<file path="src/rtl/fxalu_pkg.sv">
// Package: opcodes, cell payload type and widths for the Q24.8 unit.
`default_nettype none
package fxalu_pkg;
  localparam int unsigned FracBits = 8;
  localparam int unsigned NumBits  = 32 + FracBits;  // dividend width, |a| shifted up
  localparam int unsigned DivCells = NumBits;        // one cell per quotient bit

  typedef enum logic [3:0] {
    OP_ADD  = 4'd0, OP_SUB = 4'd1, OP_MUL = 4'd2, OP_DIV = 4'd3,
    OP_MIN  = 4'd4, OP_MAX = 4'd5, OP_INC = 4'd6, OP_DEC = 4'd7,
    OP_FINT = 4'd8, OP_FFLT = 4'd9, OP_TINT = 4'd10, OP_TFLT = 4'd11,
    OP_CMP  = 4'd12
  } op_e;

  // Word travelling down the divider chain.
  typedef struct packed {
    logic                vld;
    logic [3:0]          kind;
    logic [31:0]         a;
    logic [31:0]         b;
    logic [31:0]         fin;
    logic [NumBits-1:0]  num;  // |a| shifted up by FracBits, quotient shifted in from the bottom
    logic [NumBits-1:0]  rem;
    logic [31:0]         den;  // |b|
    logic                neg;
  } cell_t;
endpackage
`default_nettype wire

</file>
<file path="src/rtl/fxalu_fin.sv">
// Final stage: all non-divide operations and result formatting.
`default_nettype none
module fxalu_fin (
  input  wire              clk_i,
  input  wire              en_i,
  input  fxalu_pkg::cell_t d_i,
  output logic [71:0]      res_o
);
  logic signed [31:0] sa, sb;
  logic [31:0] fx, fl;
  logic lt, eq, gt, dz, re;
  logic signed [63:0] prod;
  logic [fxalu_pkg::NumBits-1:0] q;
  // from float
  logic [7:0] ex; logic [23:0] m; logic signed [9:0] sh; logic [63:0] mag;
  logic [5:0] r;
  // to float
  logic [31:0] amag; logic [4:0] p; logic [31:0] rem, half; logic [24:0] sig;
  logic [7:0] fex; logic [4:0] rs;

  assign sa = d_i.a;
  assign sb = d_i.b;

  always_comb begin
    fx = '0; fl = '0; lt = 1'b0; eq = 1'b0; gt = 1'b0; dz = 1'b0; re = 1'b0;
    prod = 64'(sa) * 64'(sb);
    q = d_i.neg ? ({fxalu_pkg::NumBits{1'b0}} - d_i.num) : d_i.num;
    ex = d_i.fin[30:23];
    m = (ex == 8'd0) ? {1'b0, d_i.fin[22:0]} : {1'b1, d_i.fin[22:0]};
    sh = ((ex == 8'd0) ? -10'sd149 : $signed({2'b0, ex}) - 10'sd150)
         + 10'(fxalu_pkg::FracBits);
    r = '0;
    if (sh >= 0) begin
      mag = (sh > 10'sd40) ? (64'd1 << 40) : (64'(m) << sh[5:0]);
    end else if (sh < -10'sd25) begin
      mag = '0;
    end else begin
      r = 6'(-sh);
      mag = (64'(m) + (64'd1 << (r - 6'd1))) >> r;
    end
    amag = d_i.a[31] ? (32'd0 - d_i.a) : d_i.a;
    p = '0;
    for (int i = 0; i < 32; i++) if (amag[i]) p = 5'(i);
    rs = (p > 5'd23) ? (p - 5'd23) : 5'd0;
    rem = amag & ((32'd1 << rs) - 32'd1);
    half = (rs == 5'd0) ? 32'd0 : (32'd1 << (rs - 5'd1));
    if (p <= 5'd23) begin
      sig = 25'(amag << (5'd23 - p));
      fex = 8'(p) + 8'(127 - fxalu_pkg::FracBits);
    end else begin
      sig = 25'(amag >> rs);
      if (rem > half || (rem == half && sig[0])) sig = sig + 25'd1;
      fex = 8'(p) + 8'(127 - fxalu_pkg::FracBits);
      if (sig[24]) begin
        sig = sig >> 1; fex = fex + 8'd1;
      end
    end
    case (d_i.kind)
      fxalu_pkg::OP_ADD:  fx = d_i.a + d_i.b;
      fxalu_pkg::OP_SUB:  fx = d_i.a - d_i.b;
      fxalu_pkg::OP_MUL:  fx = prod[31 + fxalu_pkg::FracBits : fxalu_pkg::FracBits];
      fxalu_pkg::OP_DIV:  if (d_i.b == '0) dz = 1'b1; else fx = q[31:0];
      fxalu_pkg::OP_MIN:  fx = (sa <= sb) ? d_i.a : d_i.b;
      fxalu_pkg::OP_MAX:  fx = (sa >= sb) ? d_i.a : d_i.b;
      fxalu_pkg::OP_INC:  fx = d_i.a + 32'd1;
      fxalu_pkg::OP_DEC:  fx = d_i.a - 32'd1;
      fxalu_pkg::OP_FINT: fx = d_i.a << fxalu_pkg::FracBits;
      fxalu_pkg::OP_FFLT: begin
        if (ex == 8'hFF) begin
          re = 1'b1;
          fx = (d_i.fin[22:0] != '0) ? 32'd0 : (d_i.fin[31] ? 32'h8000_0000 : 32'h7FFF_FFFF);
        end else if (ex == 8'd0 && d_i.fin[22:0] == '0) begin
          fx = '0;
        end else if (d_i.fin[31]) begin
          if (mag > 64'h8000_0000) begin re = 1'b1; fx = 32'h8000_0000; end
          else fx = 32'd0 - mag[31:0];
        end else begin
          if (mag > 64'h7FFF_FFFF) begin re = 1'b1; fx = 32'h7FFF_FFFF; end
          else fx = mag[31:0];
        end
      end
      fxalu_pkg::OP_TINT: fx = 32'(sa >>> fxalu_pkg::FracBits);
      fxalu_pkg::OP_TFLT: fl = (amag == '0) ? 32'd0 : {d_i.a[31], fex, sig[22:0]};
      fxalu_pkg::OP_CMP: begin lt = sa < sb; eq = sa == sb; gt = sa > sb; end
      default: ;
    endcase
  end

  always_ff @(posedge clk_i) begin
    if (en_i) res_o <= {3'd0, re, dz, gt, eq, lt, fl, fx};
  end
endmodule
`default_nettype wire

</file>
<file path="config.mk">
export PLATFORM = sky130hd
export DESIGN_NAME = fxalu_fin
export DESIGN_NICKNAME = d
export VERILOG_FILES = /design/src/rtl/fxalu_pkg.sv /design/src/rtl/fxalu_fin.sv
export SDC_FILE = /design/constraint.sdc
export NUM_CORES = 2
export LEC_CHECK = 0
export ABC_AREA = 1
export BUFFER_PORTS_ARGS = -buffer_cell sky130_fd_sc_hd__buf_2
export CAP_MARGIN = 10
export CORE_MARGIN = 2
export CORE_UTILIZATION = 29
export DETAILED_ROUTE_END_ITERATION = 6
export GPL_ROUTABILITY_DRIVEN = 0
export PLACE_DENSITY = 0.48
export SYNTH_ARGS = -nofsm -noshare
export SYNTH_HDL_FRONTEND = slang
export SYNTH_SLANG_ARGS = --single-unit
</file>
<file path="constraint.sdc">
create_clock -name clk_i -period 10.5 [get_ports clk_i]
set_input_delay 1.575 -clock clk_i [delete_from_list [all_inputs] [get_ports clk_i]]
set_output_delay 1.575 -clock clk_i [all_outputs]
set_load 0.005 [all_outputs]
</file>
==> impl_results.md <==
* Chip Height at 402 um
* Max reg flops at 69
* CP Class: in2reg
* Largest register by flop count: res_o
* Synth warnings at 0
* Part of the cycle the worst path needs at 94.0%
* Routed wire length per instance at 20.5 um
* Clock slew at reported path FFs at 0.06 ns
* # hold bufs at CTS at 0
* Initial drt markers at 4445
* Total vias in the final route at 46700
* Leading area contributor after synthesis: fa_1
* Row count at 146
* Critical Path Fanout Max at 4
* Largest net degree at the start of global routing at 81
* CTS buffer count at 9
* Main synth FF type: edfxtp_1
* Core Area at 158000 um^2
* Grt ovf at 0
* Final wirelength at 189000 um
* Failing checks: design-rule violations
* Routed vias/inst at 5.06
* Area grow syn2layout at 9.26%
* Slew Limit Fails at 0
* Placed cell areas at 49800 um^2
* I/O pins at 288
* Post-route DRC at 1
* First-pass iteration count of the detailed router at 7
* Total GRT Usage at 23.2%
* Synth Register Bits at 69
* Asr flop ratio synth at 0%
* Worst Hold Class: in2reg
* Root buffer cell: clkbuf_16
* Max Fclk at 101 MHz
* Final Hold Fails at 0
* Post-synth EDFFs at 69
* Layout cell share with drive strength beyond 1 at 7.82%
* Sum Neg Setup Slack at 0 ns
* Mean Syn Cell Area at 6.51 um^2
* H-tree depth at 3
* CTS tree: built
* Nets@finish at 8311
* Initial antenna violation count at 30
* Final Cell Area at 50200 um^2
* Slew Limit Headroom at 18.8%
* Die area at 162000 um^2
* Largest delay contributor family on the critical path: adder cells
* Clock Sinks at 69
* Top Registers: res_o x69
* Vias in the first global route at 46000
* Synth unique cells at 73
* Buffers on Ports at 203
* Slowest cell delay on critical path at 0.82 ns
* Starting Density at 29.1%
* ANT nets after route at 0
* First-pass GRT wire length at 287000 um
* Post-DP HPWL at 156000 um
* Worst path bufs/invs at 11
* Share of Yosys cell area claimed by the top area cell type at 28.1%
* Area contributors post-synth: fa_1 (28%), nand2_1 (15%), inv_1 (12%), ha_1 (8.6%), o21ai_0 (5.4%)
* WP data arrival at 9.99 ns
* Critical path launch point type: input port
* Post-synthesis sequential area ratio at 4.51%
* Max cap viols at 0
* Count of final setup violators at 0
* Gate Count Post-Synth at 7059
* Critical Path RT at 10.62 ns
* Worst Min Path Start: d_i[210]
* Hold Crit Depth at 3
* Min-Delay Endpoint: res_o[67]
* Slowest cell on crit path: nor4_1
* Status: finished, violations left
* Chip Width at 402 um
* Slew @ Worst Pin at 1.21 ns
* CP Capture Type: flip-flop
* Worst path most repeated cell: nand2_1
* Syn Std Cell Area at 45900 um^2
* Fin crit period at 9.87 ns
* Max Buffers Root-to-Sink at 2
## worst max-delay path by stage
stage / end / startpoint / cells after the start
2_1_floorplan: res_o[18] / d_i[142] / 59
3_3_place_gp: res_o[18] / d_i[149] / 42
3_5_place_dp: res_o[1] / d_i[137] / 51
4_1_cts: res_o[1] / d_i[137] / 51
5_1_grt: res_o[57] / d_i[183] / 73
6_report: res_o[18] / d_i[149] / 42
## Yosys cell counts, drive strengths merged, types with 3 or more instances
library cell and instances:
o311ai 3, a22oi 11, clkbuf 259, nand4 95
o211ai 34, nand3 347, nor2 463, ha 314
buf 113, and2 3, a31oi 32, or2 28
and3 3, nor3b 4, a32oi 5, nor3 86
a21boi 7, o221ai 11, o21ai 505, nand3b 11
xnor2 68, o31ai 13, nand2 1847, o22ai 35
inv 1465, a2111oi 10, o32ai 4, a21oi 299
o2111ai 27, nor4 42, edfxtp 69, mux2i 12
a221oi 7, fa 645, clkinv 8, o21a 12
o21bai 18, a211oi 17, xor2 113
## worst min-delay path, cell delays in order
cell	delay, ns
buf_2	0.12
nand2_1	0.09
nor3_1	0.07
## cells in the final DEF (no fill, tap or decap), types with 17 or more instances in the layout
| cell type | n |
|---|---|
| buf_4 | 226 |
| o22ai_1 | 35 |
| nor3_1 | 85 |
| ha_1 | 314 |
| a21oi_1 | 297 |
| a31oi_1 | 32 |
| inv_1 | 1438 |
| o21ai_0 | 494 |
| nand3_1 | 342 |
| buf_2 | 202 |
| xnor2_1 | 68 |
| a211oi_1 | 17 |
| xor2_1 | 110 |
| nand4_1 | 93 |
| nand2_1 | 1836 |
| o211ai_1 | 34 |
| or2_2 | 26 |
| o2111ai_1 | 26 |
| fa_1 | 645 |
| nor2_1 | 435 |
| inv_2 | 26 |
| o21bai_1 | 18 |
| nor4_1 | 40 |
| edfxtp_1 | 69 |
## repair_timing
action | in CTS | in global routing
setup buffers | 0 | 1
gates resized for setup | 0 | 22
setup endpoints to repair | 0 | 41
## through the flow
step                setup WS [ns]  instances  util [%]  hold slack [ns]
CTS                         0.560       9211      31.7             1.64
detailed placement          0.184       9196      31.6             1.97
global route             -0.00494       9217      31.8             1.67
finish                      0.632       9223      31.8             1.66
floorplan                   0.590       7066         -             1.69
global placement            0.141       9196      31.6             1.97
## layout make-up
cell class,instances,area [um^2]
diodes,11,27.5
clock buffers,9,225
clock inverters,6,41.3
fillers,17600,108000
inverters,1473,5530
multi-input cells,5152,36900
flip-flops and latches,69,2070
well taps,2072,2590
repair buffers,431,2770
## cells by family (layout without fill, tap and decap cells)
group           after synthesis  after routing  synth area share [%]
compound gates             1060           1060                  13.0
flops                        69             69                  4.51
fa+ha+maj                   959            959                  36.7
xor+xnor                    181            181                  3.50
mux                          12             12                 0.261
buf+inv                    1845           1919                  15.4
simple gates               2932           2932                  26.7
other cells                   1             19               0.00816
## layer usage
layer	track usage (%)	routed length [um]	up-vias
met2	37.1	84200	1660
met4	5.72	4990	36
met3	5.08	17300	241
li1	-	-	22100
met5	0.387	303	-
met1	31.5	82500	22700
Power is left out: the tool's default activity adds up to more than one toggle a clock period on the data nets, which glitch-free logic cannot reach.
