**src/rtl/fxalu_pkg.sv**
```systemverilog
// Package: opcodes, cell payload type and widths for the Q24.8 unit.
`default_nettype none
package fxalu_pkg;
  localparam int unsigned FracBits = 8;
  localparam int unsigned NumBits  = 32 + FracBits;  // dividend width, |a| shifted up
  localparam int unsigned DivCells = NumBits;        // one cell per quotient bit

  typedef enum logic [3:0] {
    OP_ADD  = 4'd0, OP_SUB = 4'd1, OP_MUL = 4'd2, OP_DIV = 4'd3,
    OP_MIN  = 4'd4, OP_MAX = 4'd5, OP_INC = 4'd6, OP_DEC = 4'd7,
    OP_FINT = 4'd8, OP_FFLT = 4'd9, OP_TINT = 4'd10, OP_TFLT = 4'd11,
    OP_CMP  = 4'd12
  } op_e;

  // Word travelling down the divider chain.
  typedef struct packed {
    logic                vld;
    logic [3:0]          kind;
    logic [31:0]         a;
    logic [31:0]         b;
    logic [31:0]         fin;
    logic [NumBits-1:0]  num;  // |a| shifted up by FracBits, quotient shifted in from the bottom
    logic [NumBits-1:0]  rem;
    logic [31:0]         den;  // |b|
    logic                neg;
  } cell_t;
endpackage
`default_nettype wire

```
**src/rtl/fxalu_cell.sv**
```systemverilog
// One cell of the chain: a restoring divide step plus pass-along of the word.
`default_nettype none
module fxalu_cell (
  input  wire                 clk_i,
  input  wire                 rst_ni,
  input  wire                 en_i,
  input  fxalu_pkg::cell_t    d_i,
  output fxalu_pkg::cell_t    q_o
);
  fxalu_pkg::cell_t q_q, d_d;
  logic [fxalu_pkg::NumBits:0] trial;
  logic [fxalu_pkg::NumBits:0] sub;

  always_comb begin
    d_d   = d_i;
    trial = {d_i.rem, d_i.num[fxalu_pkg::NumBits-1]};
    sub   = trial - {{(fxalu_pkg::NumBits - 31){1'b0}}, d_i.den};
    d_d.num = {d_i.num[fxalu_pkg::NumBits-2:0], ~sub[fxalu_pkg::NumBits]};
    d_d.rem = sub[fxalu_pkg::NumBits] ? trial[fxalu_pkg::NumBits-1:0]
                                      : sub[fxalu_pkg::NumBits-1:0];
  end

  always_ff @(posedge clk_i or negedge rst_ni) begin
    if (!rst_ni) begin
      q_q <= '0;
    end else if (en_i) begin
      q_q <= d_d;
    end
  end

  assign q_o = q_q;
endmodule
`default_nettype wire

```
**config.mk**
```make
export PLATFORM = sky130hd
export DESIGN_NAME = fxalu_cell
export DESIGN_NICKNAME = d
export VERILOG_FILES = /design/src/rtl/fxalu_pkg.sv /design/src/rtl/fxalu_cell.sv
export SDC_FILE = /design/constraint.sdc
export NUM_CORES = 1
export LEC_CHECK = 0
export BUFFER_PORTS_ARGS = -buffer_cell sky130_fd_sc_hd__buf_4
export CAP_MARGIN = 20
export CORE_AREA = 2 2 166 168
export DETAILED_ROUTE_END_ITERATION = 8
export DIE_AREA = 0 0 168 170
export PLACE_DENSITY = 0.76
export SETUP_SLACK_MARGIN = 0.15
export SLEW_MARGIN = 40
export SYNTH_ARGS = -nofsm -noshare
export SYNTH_HDL_FRONTEND = slang
export SYNTH_SLANG_ARGS = --single-unit
```
**constraint.sdc**
```tcl
create_clock -name clk_i -period 0.8 [get_ports clk_i]
set_input_delay 0.08 -clock clk_i [delete_from_list [all_inputs] [get_ports clk_i]]
set_output_delay 0.08 -clock clk_i [all_outputs]
set_load 0.01 [all_outputs]
```
==> results.md, run 1 <==
* Port-buffer cells at 430
* Overall die height at 170 microns
* Nature of the critical path endpoint: register
* Fill cells at 1288
* Total of endpoints with negative setup slack in the final report at 397
* Total routing usage reported by global routing at 33.7%
* Growth of design area from synthesis to finish at 113%
* TritonCTS buffer count at 25
* Die Outline Area at 28600 sq um
* Headroom to the max-slew limit at 68.6%
* Highest routing layer actually used: met5
* Maximum buffer depth of the clock tree at 3
* Worst-case clock skew at 0 ns
* Number of enable-type register cells in the synthesized netlist at 0
* Detailed-routing wirelength on met1 at 19800 microns
* Required @ worst endpoint at 1.19 ns
* Fraction of final layout cells with drive strength greater than 1 at 57.6%
* # hold bufs at CTS at 204
* Worst hold path type: in2reg
* Unrepaired setup endpoints after global routing: true
* Area inside the core boundary at 26700 sq um
* Max reg flops at 214
* Synth Warn # at 0
* Peak supply drop at 1.98 mV
* Outcome: finished, violations left
* Post-synth top flop: dfrtp_1
* CP Capture Point: q_o[42]$_DFFE_PN0P_
* Met3 layer wire length in the routed design at 5690 microns
* Slew Viols, Final at 0
* Total count of hold-check failures in the final report at 5
* Post-synth top cells: dfrtp_1, mux2_2, a21oi_1, nor2_1, inv_1
* Average routed wire per standard cell at 26.5 microns
* Final design utilization at 82.5%
* Number of cells on the worst reg-to-reg path at 3
* Area fraction of the dominant cell type after synthesis at 52.0%
* Total of max-cap violations at 0
* Via count of the first global-routing pass at 12205
* Post-synthesis async set-or-reset flop share at 100%
* Synth area leaders: dfrtp_1, mux2_2, ha_1
* Number of clock sinks seen by CTS at 214
* Leak at 10.9 nW
* Portion of the clock cycle consumed by the worst path in the final layout at 304%
* Max Fanout on Critical Path at 7
* Number of DRC violations after detailed-routing iteration 0 at 820
* Fin nets at 2084
* Top-Level Pins at 431
* Maximum clock frequency at 411 MHz
* Ratio of total power to cell area at 1790 nW/um^2
* Pin count of the biggest net entering global routing at 42
* Vias/cell at 5.43
* Initial cell density of the core at 38.7%
* Detail Placement HPWL at 29000 microns
* Synth Instances at 852
* Number of distinct library cells after synthesis at 60
* Routed wire length on met2 at 27400 microns
* Post-Synthesis Mean Instance Area at 12.1 sq um
* Clock root buffer master: clkbuf_16
* Die X-Extent at 168 microns
* Total DRC errors in the routed layout at 0
* Net count after synthesis at 1102
* Crit start category: input pin
* Global-route wire length before repair at 73900 microns
* Setup slack after layout at -1.63 ns
* Final GP Congestion at 0.876
* Cell Area, Synth at 10300 sq um
* RR Endpoint: q_o[193]$_DFFE_PN0P_
* Clock slew at the register clock pins of the worst setup and hold paths at 0.06 ns
* Source-to-sink clock delay at the later pin of the worst-skew pair at 0.51 ns
* Cell row count at 60
* Hold slack at -0.0915 ns
* First element of the critical path: d_i[68]
* Violations in the final reports: negative hold slack, negative setup slack
* Cell with the most instances after synthesis: dfrtp_1
* Number of levels in the clock H-tree at 1
* Number of search-and-repair iterations in the first detailed-routing pass at 5
* Clock tree from TritonCTS: done
* Transition time at the pin with the least slew margin at 0.466 ns
* Antenna violation net count after detailed routing at 0
* Register area share after synthesis at 52.0%
* Total Routed Length at 58100 microns
* Period minus WS final at 2.43 ns
* Antenna violations before repair at 6
* Via count at 11922
* Post-synthesis cell type with the largest combined area: dfrtp_1
* Slack of the worst reg-to-reg path at -0.33 ns
* Worst EP arrival at 2.83 ns
* Post-synthesis register bit count at 214
* Remaining Overflow, GRT at 0
* Worst reg2reg path startpoint: q_o[193]$_DFFE_PN0P_
* Crit path kind: in2reg
-- cells by family (layout without fill, tap and decap cells) --
logic type	Yosys count	after routing	synth area share, %
compound gates	159	159	10.3
xor+xnor	28	28	2.38
fa+ha+maj	33	33	4.08
buf+inv	77	1076	2.93
flops	214	214	52.0
mux	200	200	21.5
other cells	0	5	0
simple gates	141	141	6.78
-- critical path, cell delays in order --
cell	delay, ns
buf_6	0.09
or2_1	0.23
or3_4	0.34
or4_4	0.44
or2_4	0.27
or4_4	0.50
nand3_4	0.11
nor3_4	0.06
buf_6	0.14
buf_12	0.15
buf_12	0.13
mux2i_2	0.18
a21oi_1	0.10
-- per-layer routing --
metal | GRT usage (%) | vias to the layer above
li1 | - | 5032
met1 | 36.8 | 5793
met2 | 59.7 | 795
met3 | 8.65 | 298
met4 | 19.7 | 4
met5 | 0 | -
-- cell usage in the layout (no fill, tap or decap), types with 26 or more instances in the layout --
cell type and n:
buf_4 408, buf_6 358, dfrtp_1 212, dlygate4sd3_1 203, mux2_4 148, a21oi_1 49, nor2_1 47, inv_1 35
nand2_1 28, mux2_2 26, ha_1 26
-- metrics by stage --
stage | power (mW) | worst slack [ns] | instance area [sq um] | TNS, ns | std cells
2_1_floorplan | 17.1 | -2.03 | 11400 | -99.31 | 852
4_1_cts | 36.7 | -1.56 | 20700 | -139.01 | 2102
3_5_place_dp | 22.0 | -2.27 | 16000 | -126.31 | 1761
5_1_grt | 40.5 | -1.67 | 22000 | -161.97 | 2196
6_report | 39.4 | -1.63 | 22000 | -154.56 | 2197
3_3_place_gp | 21.8 | -2.22 | 16000 | -123.58 | 1761
-- power by group --
part | leakage (nW) | internal [mW] | switching, mW | total (mW)
Sequential | 2.49 | 12.0 | 1.25 | 13.3
Clock | 0.422 | 7.35 | 5.02 | 12.4
Combinational | 7.98 | 8.25 | 5.54 | 13.8
Total | 10.9 | 27.6 | 11.8 | 39.4
-- worst min-delay path by stage --
stage	start	endpoint	slack, ns	cells past startpoint
floorplan	rst_ni	q_o[0]$_DFFE_PN0P_	-0.22	0
global placement	rst_ni	q_o[18]$_DFFE_PN0P_	-0.04	1
detailed placement	rst_ni	q_o[18]$_DFFE_PN0P_	-0.05	1
CTS	d_i[32]	q_o[32]$_DFFE_PN0P_	-0.10	3
global route	d_i[32]	q_o[32]$_DFFE_PN0P_	-0.09	3
finish	d_i[32]	q_o[32]$_DFFE_PN0P_	-0.09	3
-- timing repair --
action / in CTS / in global routing
pin swaps: 39 / 24
endpoints found under the hold margin: 422 / 4
buffers inserted: 91 / 90
cloned: 2 / 0
gates resized for setup: 277 / 165
endpoints found under the setup margin: 428 / 428
-- cell type report --
class                   instances  area (sq um)  area share [%]
diodes                          5          12.5          0.0569
clock buffers                  36           737            3.35
clock inverters                 8           121           0.552
inverters                      40           163           0.740
multi-input cells             561          5590            25.4
flip-flops and latches        214          5360            24.4
well taps                     341           427            1.94
repair buffers                992          9580            43.6
No activity file was read; power rests on OpenSTA's default activity.
==> run 2, diff against run 1 <==
--- a/config.mk
+++ b/config.mk
@@ -7,10 +7,10 @@
 export LEC_CHECK = 0
 export BUFFER_PORTS_ARGS = -buffer_cell sky130_fd_sc_hd__buf_4
 export CAP_MARGIN = 20
-export CORE_AREA = 2 2 166 168
+export CORE_AREA = 2 2 165 167
 export DETAILED_ROUTE_END_ITERATION = 8
-export DIE_AREA = 0 0 168 170
-export PLACE_DENSITY = 0.76
+export DIE_AREA = 0 0 167 169
+export PLACE_DENSITY = 0.74
 export SETUP_SLACK_MARGIN = 0.15
 export SLEW_MARGIN = 40
 export SYNTH_ARGS = -nofsm -noshare
==> constraint.sdc (replaced) <==
create_clock -name clk_i -period 3 [get_ports clk_i]
set_input_delay 0.3 -clock clk_i [delete_from_list [all_inputs] [get_ports clk_i]]
set_output_delay 0.3 -clock clk_i [all_outputs]
set_load 0.01 [all_outputs]
==> run 2 against run 1 <==
  * The run now ends clean
  * Register-to-register slack improved by 2.4 ns
  * Critical endpoint is now q_o[70]$_DFFE_PN0P_
  * Critical path depth is 1 higher
  * Design area is 27% lower
  * Utilization is 22 points lower
  * Sequential share of layout area grew 8.9 points
==> results.md, run 2 (synthesis results as in run 1) <==
* Outcome: completed
* Total buffers and inverters traversed by the critical path at 3 (-1)
* Total routing usage reported by global routing at 23.4% (-10 points)
* Max reg flops at 214 (unchanged)
* Transition time at the pin with the least slew margin at 0.615 ns (+0.149 ns)
* Unrepaired setup endpoints after global routing: false
* Worst hold path type: in2reg
* Portion of the clock cycle consumed by the worst path in the final layout at 91.8%
* Total placed instance area at 14600 sq um (-8.3%)
* Headroom to the max-slew limit at 59.0% (-9.6 points)
* Peak supply drop at 0.490 mV (-75%)
* Total count of hold-check failures in the final report at 0 (-5)
* Number of clock sinks seen by CTS at 214 (unchanged)
* Overall die height at 169 microns (-0.59%)
* Number of levels in the clock H-tree at 1 (unchanged)
* Slack of the worst reg-to-reg path at 2.11 ns (+2.44 ns)
* Detail Placement HPWL at 24800 microns (-14%)
* Growth of design area from synthesis to finish at 56.4%
* Die X-Extent at 167 microns (-0.60%)
* Required @ worst endpoint at 3.42 ns (+2.23 ns)
* Total of endpoints with negative setup slack in the final report at 0 (-100%)
* Final design utilization at 60.8% (-22 points)
* Slew Viols, Final at 0 (unchanged)
* Total DRC errors in the routed layout at 0 (unchanged)
* Via count at 8958 (-25%)
* Maximum buffer depth of the clock tree at 3 (unchanged)
* Antenna violations before repair at 2 (-4)
* Delay of the slowest critical-path stage at 0.53 ns (+0.03 ns)
* Final TNS setup at 0 ns (+154.56 ns)
* Fraction of final layout cells with drive strength greater than 1 at 52.2% (-5.4 points)
* Initial cell density of the core at 38.9% (+0.22 points)
* Worst-case clock skew at 0 ns (unchanged)
* Most frequent cells in the layout: buf_4, dfrtp_1, mux2_2, dlygate4sd3_1, a21oi_1
* Clock slew at the register clock pins of the worst setup and hold paths at 0.06 ns (about the same)
* Final instance area at 16100 sq um (-27%)
* Port-buffer cells at 430 (unchanged)
* Cell row count at 60 (unchanged)
* Area inside the core boundary at 26500 sq um (-0.56%)
* Source-to-sink clock delay at the later pin of the worst-skew pair at 0.51 ns (about the same)
* Crit path kind: in2reg
* Most common cell after layout, fill and taps aside: buf_4
* Clock tree from TritonCTS: done
* Worst EP arrival at 3.18 ns (+0.35 ns)
* Period minus WS final at 2.75 ns
* Fin nets at 1662 (-20%)
* Remaining Overflow, GRT at 0 (unchanged)
* First element of the critical path: d_i[112]
* Total Routed Length at 34200 microns (-41%)
* Launch point of the worst hold path: d_i[213]
* Max Fanout on Critical Path at 7 (unchanged)
* Number of search-and-repair iterations in the first detailed-routing pass at 4 (-1)
* Top cell family by delay on the critical path: simple AND/OR/NAND/NOR gates
* Cells along the critical path: buf_4 -> inv_12 -> ha_4 -> inv_2 -> fa_2 -> a211oi_2 -> o21ai_2 -> nor2_2 -> o311ai_4 -> o2111ai_4 -> a21oi_4 -> or3_4 -> or4_1 -> a31oi_1
* Clock root buffer master: clkbuf_16
* TritonCTS buffer count at 24 (-4.0%)
* Global-route wire length before repair at 52500 microns (-29%)
* Pin count of the biggest net entering global routing at 105 (+150%)
* Average routed wire per standard cell at 19.3 microns (-27%)
* Nature of the critical path endpoint: register
* Top-Level Pins at 431 (unchanged)
* Number of DRC violations after detailed-routing iteration 0 at 360 (-56%)
* Cell type of the slowest stage on the worst timing path: or4_1
* Maximum clock frequency at 363 MHz
* Ratio of total power to cell area at 534 nW/um^2 (-70%)
* Die Outline Area at 28200 sq um (-1.2%)
* Worst reg2reg path startpoint: q_o[67]$_DFFE_PN0P_
* Vias/cell at 5.06 (-6.8%)
* Antenna violation net count after detailed routing at 0 (unchanged)
* Leak at 7.73 nW (-29%)
* Total of max-cap violations at 0 (unchanged)
* Via count of the first global-routing pass at 9540 (-22%)
* Final GP Congestion at 0.862 (-1.6%)
* Crit start category: input pin
==> run 2: cell count changes in the layout (fill, tap and decap cells not counted), sizes merged <==
cell | before | now
buf | 788 | 508
dlygate4sd3 | 203 | 63
diode | 5 | 1
clkbuf | 36 | 39
bufinv | 3 | 1
clkinv | 5 | 3
dlymetal6s4s | 1 | 0
==> run 2: what timing repair did <==
action | 4_1_cts | 5_1_grt
hold buffers | 63 | 0
buffers inserted | 0 | 1
resized for setup | 0 | 2
endpoints found under the hold margin | 124 | 0
setup endpoints to repair | 0 | 6
==> run 2: cell type report <==
class / count / area, sq um
inverter: 40 / 163
antenna: 1 / 2.50
sequential: 214 / 5360
tap: 341 / 427
multi-input combinational: 561 / 4790
timing repair buffer: 571 / 4570
clock buffer: 39 / 768
fill: 2120 / 10400
clock inverter: 4 / 47.5
==> run 2: worst paths after layout <==
| check | end | cells after the start |
|---|---|---|
| worst max-delay path | q_o[70]$_DFFE_PN0P_ | 14 |
| worst min-delay path | q_o[213]$_DFFE_PN0P_ | 2 |
| worst max register to register | q_o[67]$_DFFE_PN0P_ | 3 |
| worst min register to register | q_o[35]$_DFFE_PN0P_ | 2 |
| max in group asynchronous | q_o[180]$_DFFE_PN0P_ | 3 |
| min in group asynchronous | q_o[8]$_DFFE_PN0P_ | 2 |
==> run 2: power by group <==
group | leakage [nW] | internal, mW | switching, mW
Combinational | 4.84 | 1.20 | 0.994
Clock | 0.401 | 1.83 | 1.20
Sequential | 2.49 | 3.20 | 0.178
Total | 7.73 | 6.23 | 2.37
==> run 2: layer usage <==
metal	global-route usage, %	up-vias	wire length, microns
li1	-	4197	-
met2	42.4	349	17700
met5	0	-	16
met1	26.0	4322	12400
met3	6.03	88	2500
met4	9.86	2	1520
==> run 2: through the flow <==
stage / total power [mW] / hold WS [ns] / cells / worst slack [ns]
floorplan: 4.36 / 0.00441 / 852 / -0.0541
global placement: 5.50 / 0.277 / 1663 / -0.233
detailed placement: 5.55 / 0.282 / 1663 / -0.290
CTS: 8.65 / 0.000223 / 1769 / 0.209
global route: 8.98 / 0.000413 / 1770 / 0.155
finish: 8.61 / 0.0217 / 1771 / 0.247
==> run 3, diff against run 2 <==
--- a/config.mk
+++ b/config.mk
@@ -7,10 +7,12 @@
 export LEC_CHECK = 0
 export BUFFER_PORTS_ARGS = -buffer_cell sky130_fd_sc_hd__buf_4
 export CAP_MARGIN = 20
-export CORE_AREA = 2 2 165 167
+export CELL_PAD_IN_SITES_DETAIL_PLACEMENT = 0
+export CELL_PAD_IN_SITES_GLOBAL_PLACEMENT = 2
+export CORE_MARGIN = 2
+export CORE_UTILIZATION = 32
 export DETAILED_ROUTE_END_ITERATION = 8
-export DIE_AREA = 0 0 167 169
-export PLACE_DENSITY = 0.74
+export PLACE_DENSITY = 0.93
 export SETUP_SLACK_MARGIN = 0.15
 export SLEW_MARGIN = 40
 export SYNTH_ARGS = -nofsm -noshare
==> run 3 against run 2 <==
  * Global-route usage shrank 3.1 points
  * Highest routed layer unchanged
  * Utilization shrank 7.8 points
  * Sequential power is essentially flat
  * Routed wire length grew 3.9%
  * Critical path depth grew 1
  * Design area grew 4.1%
  * Register-to-register slack is essentially flat
  * Clock power shrank 1%
  * First-iteration DRC count shrank 2.8%
  * Clock-buffer cell count shrank 8
  * Power grew 0.15%
==> results.md, run 3 (synthesis results as in run 1) <==
* Setup slack after layout at 0.272 ns (+0.0246 ns)
* Number of search-and-repair iterations in the first detailed-routing pass at 4 (unchanged)
* Clk pwr share at 34.6% (-0.5 points)
* Die X-Extent at 183 microns (+9.9%)
* Number of standard cells in the final layout excluding fillers at 1901 (+7.3%)
* Cell type of the slowest stage on the worst timing path: or4b_1
* Placement Setup Slack at -0.317 ns (-0.0272 ns)
* Portion of the clock cycle consumed by the worst path in the final layout at 90.9% (-0.82 points)
* Power share of the sequential group at 39.3% (about the same)
* Period minus WS final at 2.73 ns (-0.0246 ns)
* Source-to-sink clock delay at the later pin of the worst-skew pair at 0.51 ns (about the same)
* Total routing usage reported by global routing at 20.3% (-3.1 points)
* Final GP Congestion at 0.822 (-4.7%)
* Final instance area at 16800 sq um (+4.1%)
* Transition time at the pin with the least slew margin at 0.668 ns (+0.0531 ns)
* Clock root buffer master: clkbuf_16
* Crit path kind: in2reg
* Total count of hold-check failures in the final report at 0 (unchanged)
* Max Fanout on Critical Path at 4 (-3)
* TritonCTS buffer count at 25 (+4.2%)
* Slew Viols, Final at 0 (unchanged)
* Most frequent cells in the layout: buf_4, dfrtp_1, mux2_2, dlygate4sd3_1, a21oi_1
* Pin count of the biggest net entering global routing at 81 (-23%)
* Initial cell density of the core at 32.6% (-6.3 points)
* Cell row count at 65 (+8.3%)
* Total Routed Length at 35500 microns (+3.9%)
* Global-route layer with the greatest usage: met2
* Worst-case clock skew at 0 ns (unchanged)
* Number of cells on the worst reg-to-reg path at 2 (-1)
* Fill cells at 2709 (+28%)
* Port-buffer cells at 430 (unchanged)
* Total placed instance area at 14600 sq um (about the same)
* Number of DRC violations after detailed-routing iteration 0 at 350 (-2.8%)
* Via count of the first global-routing pass at 9825 (+3.0%)
* Headroom to the max-slew limit at 55.5% (-3.5 points)
* Cells along the critical path: buf_4 -> inv_12 -> ha_4 -> inv_2 -> fa_2 -> a211oi_2 -> o21ai_2 -> nor2_4 -> o311ai_4 -> o2111ai_2 -> and4b_2 -> buf_4 -> nor4_4 -> or4b_1 -> a31oi_1
* Total buffers and inverters traversed by the critical path at 4 (+1)
* Clock slew at the register clock pins of the worst setup and hold paths at 0.06 ns (about the same)
* Required @ worst endpoint at 3.44 ns (+0.02 ns)
* Final design utilization at 53.0% (-7.8 points)
* Total of max-cap violations at 0 (unchanged)
* Overall die height at 183 microns (+8.6%)
* Leak at 7.97 nW (+3.1%)
* Fraction of final layout cells with drive strength greater than 1 at 49.9% (-2.3 points)
* Depth of the critical timing path with buffers and inverters included at 15 (+1)
* Total DRC errors in the routed layout at 0 (unchanged)
* Clock tree from TritonCTS: done
* Final TNS setup at 0 ns (unchanged)
* Delay of the slowest critical-path stage at 0.46 ns (-0.07 ns)
* Remaining Overflow, GRT at 0 (unchanged)
* Top-Level Pins at 431 (unchanged)
* M2 GR Usage at 36.8% (-5.6 points)
* Number of cells in the design after placement at 1726 (+3.8%)
* Logic pwr share at 26.2% (+0.6 points)
* Fin nets at 1734 (+4.3%)
* Antenna violation net count after detailed routing at 0 (unchanged)
* Vias/cell at 4.78 (-5.5%)
* Most common cell after layout, fill and taps aside: buf_4
* Via count at 9082 (+1.4%)
* Unrepaired setup endpoints after global routing: false
* Number of clock sinks seen by CTS at 214 (unchanged)
* Peak supply drop at 0.439 mV (-10%)
* Growth of design area from synthesis to finish at 62.8%
* Crit start category: input pin
* Outcome: completed
* Detail Placement HPWL at 26200 microns (+5.9%)
* Sw Ratio at 27.8% (+0.21 points)
* Nature of the critical path endpoint: register
* Die Outline Area at 33700 sq um (+19%)
* Average routed wire per standard cell at 18.7 microns (-3.2%)
* Worst hold path type: in2reg
* Number of levels in the clock H-tree at 1 (unchanged)
* Antenna violations before repair at 4 (+2)
* Max reg flops at 214 (unchanged)
* Ratio of total power to cell area at 514 nW/um^2 (-3.8%)
* Maximum clock frequency at 367 MHz (+0.90%)
* Total of endpoints with negative setup slack in the final report at 0 (unchanged)
* Internal cell power at 6.23 mW (-0.14%)
* Critical Path Most Common Cell: buf_4
* Worst EP arrival at 3.17 ns (about the same)
* Met3 track demand over resource at 4.81% (-1.2 points)
* Maximum buffer depth of the clock tree at 3 (unchanged)
* Global-route wire length before repair at 53700 microns (+2.5%)
* Worst Hold Depth at 2 (unchanged)
* Switching component of the power at 2.39 mW (+0.91%)
* Met1 usage in global routing at 23.3% (-2.8 points)
* Area inside the core boundary at 31600 sq um (+19%)
* Top cell family by delay on the critical path: simple AND/OR/NAND/NOR gates
run 3: worst register-to-register path, delay by kind of cell (launching register included):
kind | cells | cell delay, ns
flip-flops | 1 | 0.37
AND/OR/NAND/NOR | 1 | 0.13
AO/OA/AOI/OAI | 1 | 0.28
run 3: layout make-up:
type	count	area (sq um)	area share [%]
Sequential cell	214	5360	31.9
Timing Repair Buffer	642	5200	31.0
Multi-Input combinational cell	561	4780	28.5
Clock buffer	31	648	3.86
Tap cell	402	503	3.00
Inverter	40	163	0.969
Clock inverter	8	123	0.731
Antenna cell	3	7.51	0.0447
run 3: metal layers:
metal | wire length, microns | vias to the layer above
li1 | - | 4331
met2 | 18400 | 301
met5 | 13 | -
met4 | 1050 | 2
met1 | 13700 | 4395
met3 | 2360 | 53
run 3: path summary, 6_finish.rpt:
check	from	to	slack (ns)
max reg2reg	q_o[65]$_DFFE_PN0P_	q_o[65]$_DFFE_PN0P_	2.11
max in group asynchronous	rst_ni	q_o[170]$_DFFE_PN0P_	1.66
max	d_i[112]	q_o[71]$_DFFE_PN0P_	0.27
min	d_i[122]	q_o[122]$_DFFE_PN0P_	0.02
min reg2reg	q_o[62]$_DFFE_PN0P_	q_o[62]$_DFFE_PN0P_	0.48
min in group asynchronous	rst_ni	q_o[12]$_DFFE_PN0P_	0.36
run 3: repair_timing:
item	CTS	global route
endpoints found under the hold margin	202	2
hold buffers	127	2
resized for setup	0	3
buffers inserted	0	3
setup endpoints to repair	0	27
run 3: power groups by stage:
stage	Combinational [mW]	Clock, mW	Sequential [mW]
floorplan	0.801	0	3.56
global placement	2.08	0	3.42
detailed placement	2.11	0	3.43
CTS	2.25	3.06	3.38
global route	2.43	3.17	3.42
finish	2.26	2.98	3.38
run 3: through the flow:
stage	hold WS (ns)	power [mW]
6_report	0.0207	8.62
5_1_grt	0.000913	9.03
4_1_cts	0.000235	8.69
3_5_place_dp	0.348	5.53
3_3_place_gp	0.347	5.49
2_1_floorplan	0.00441	4.36
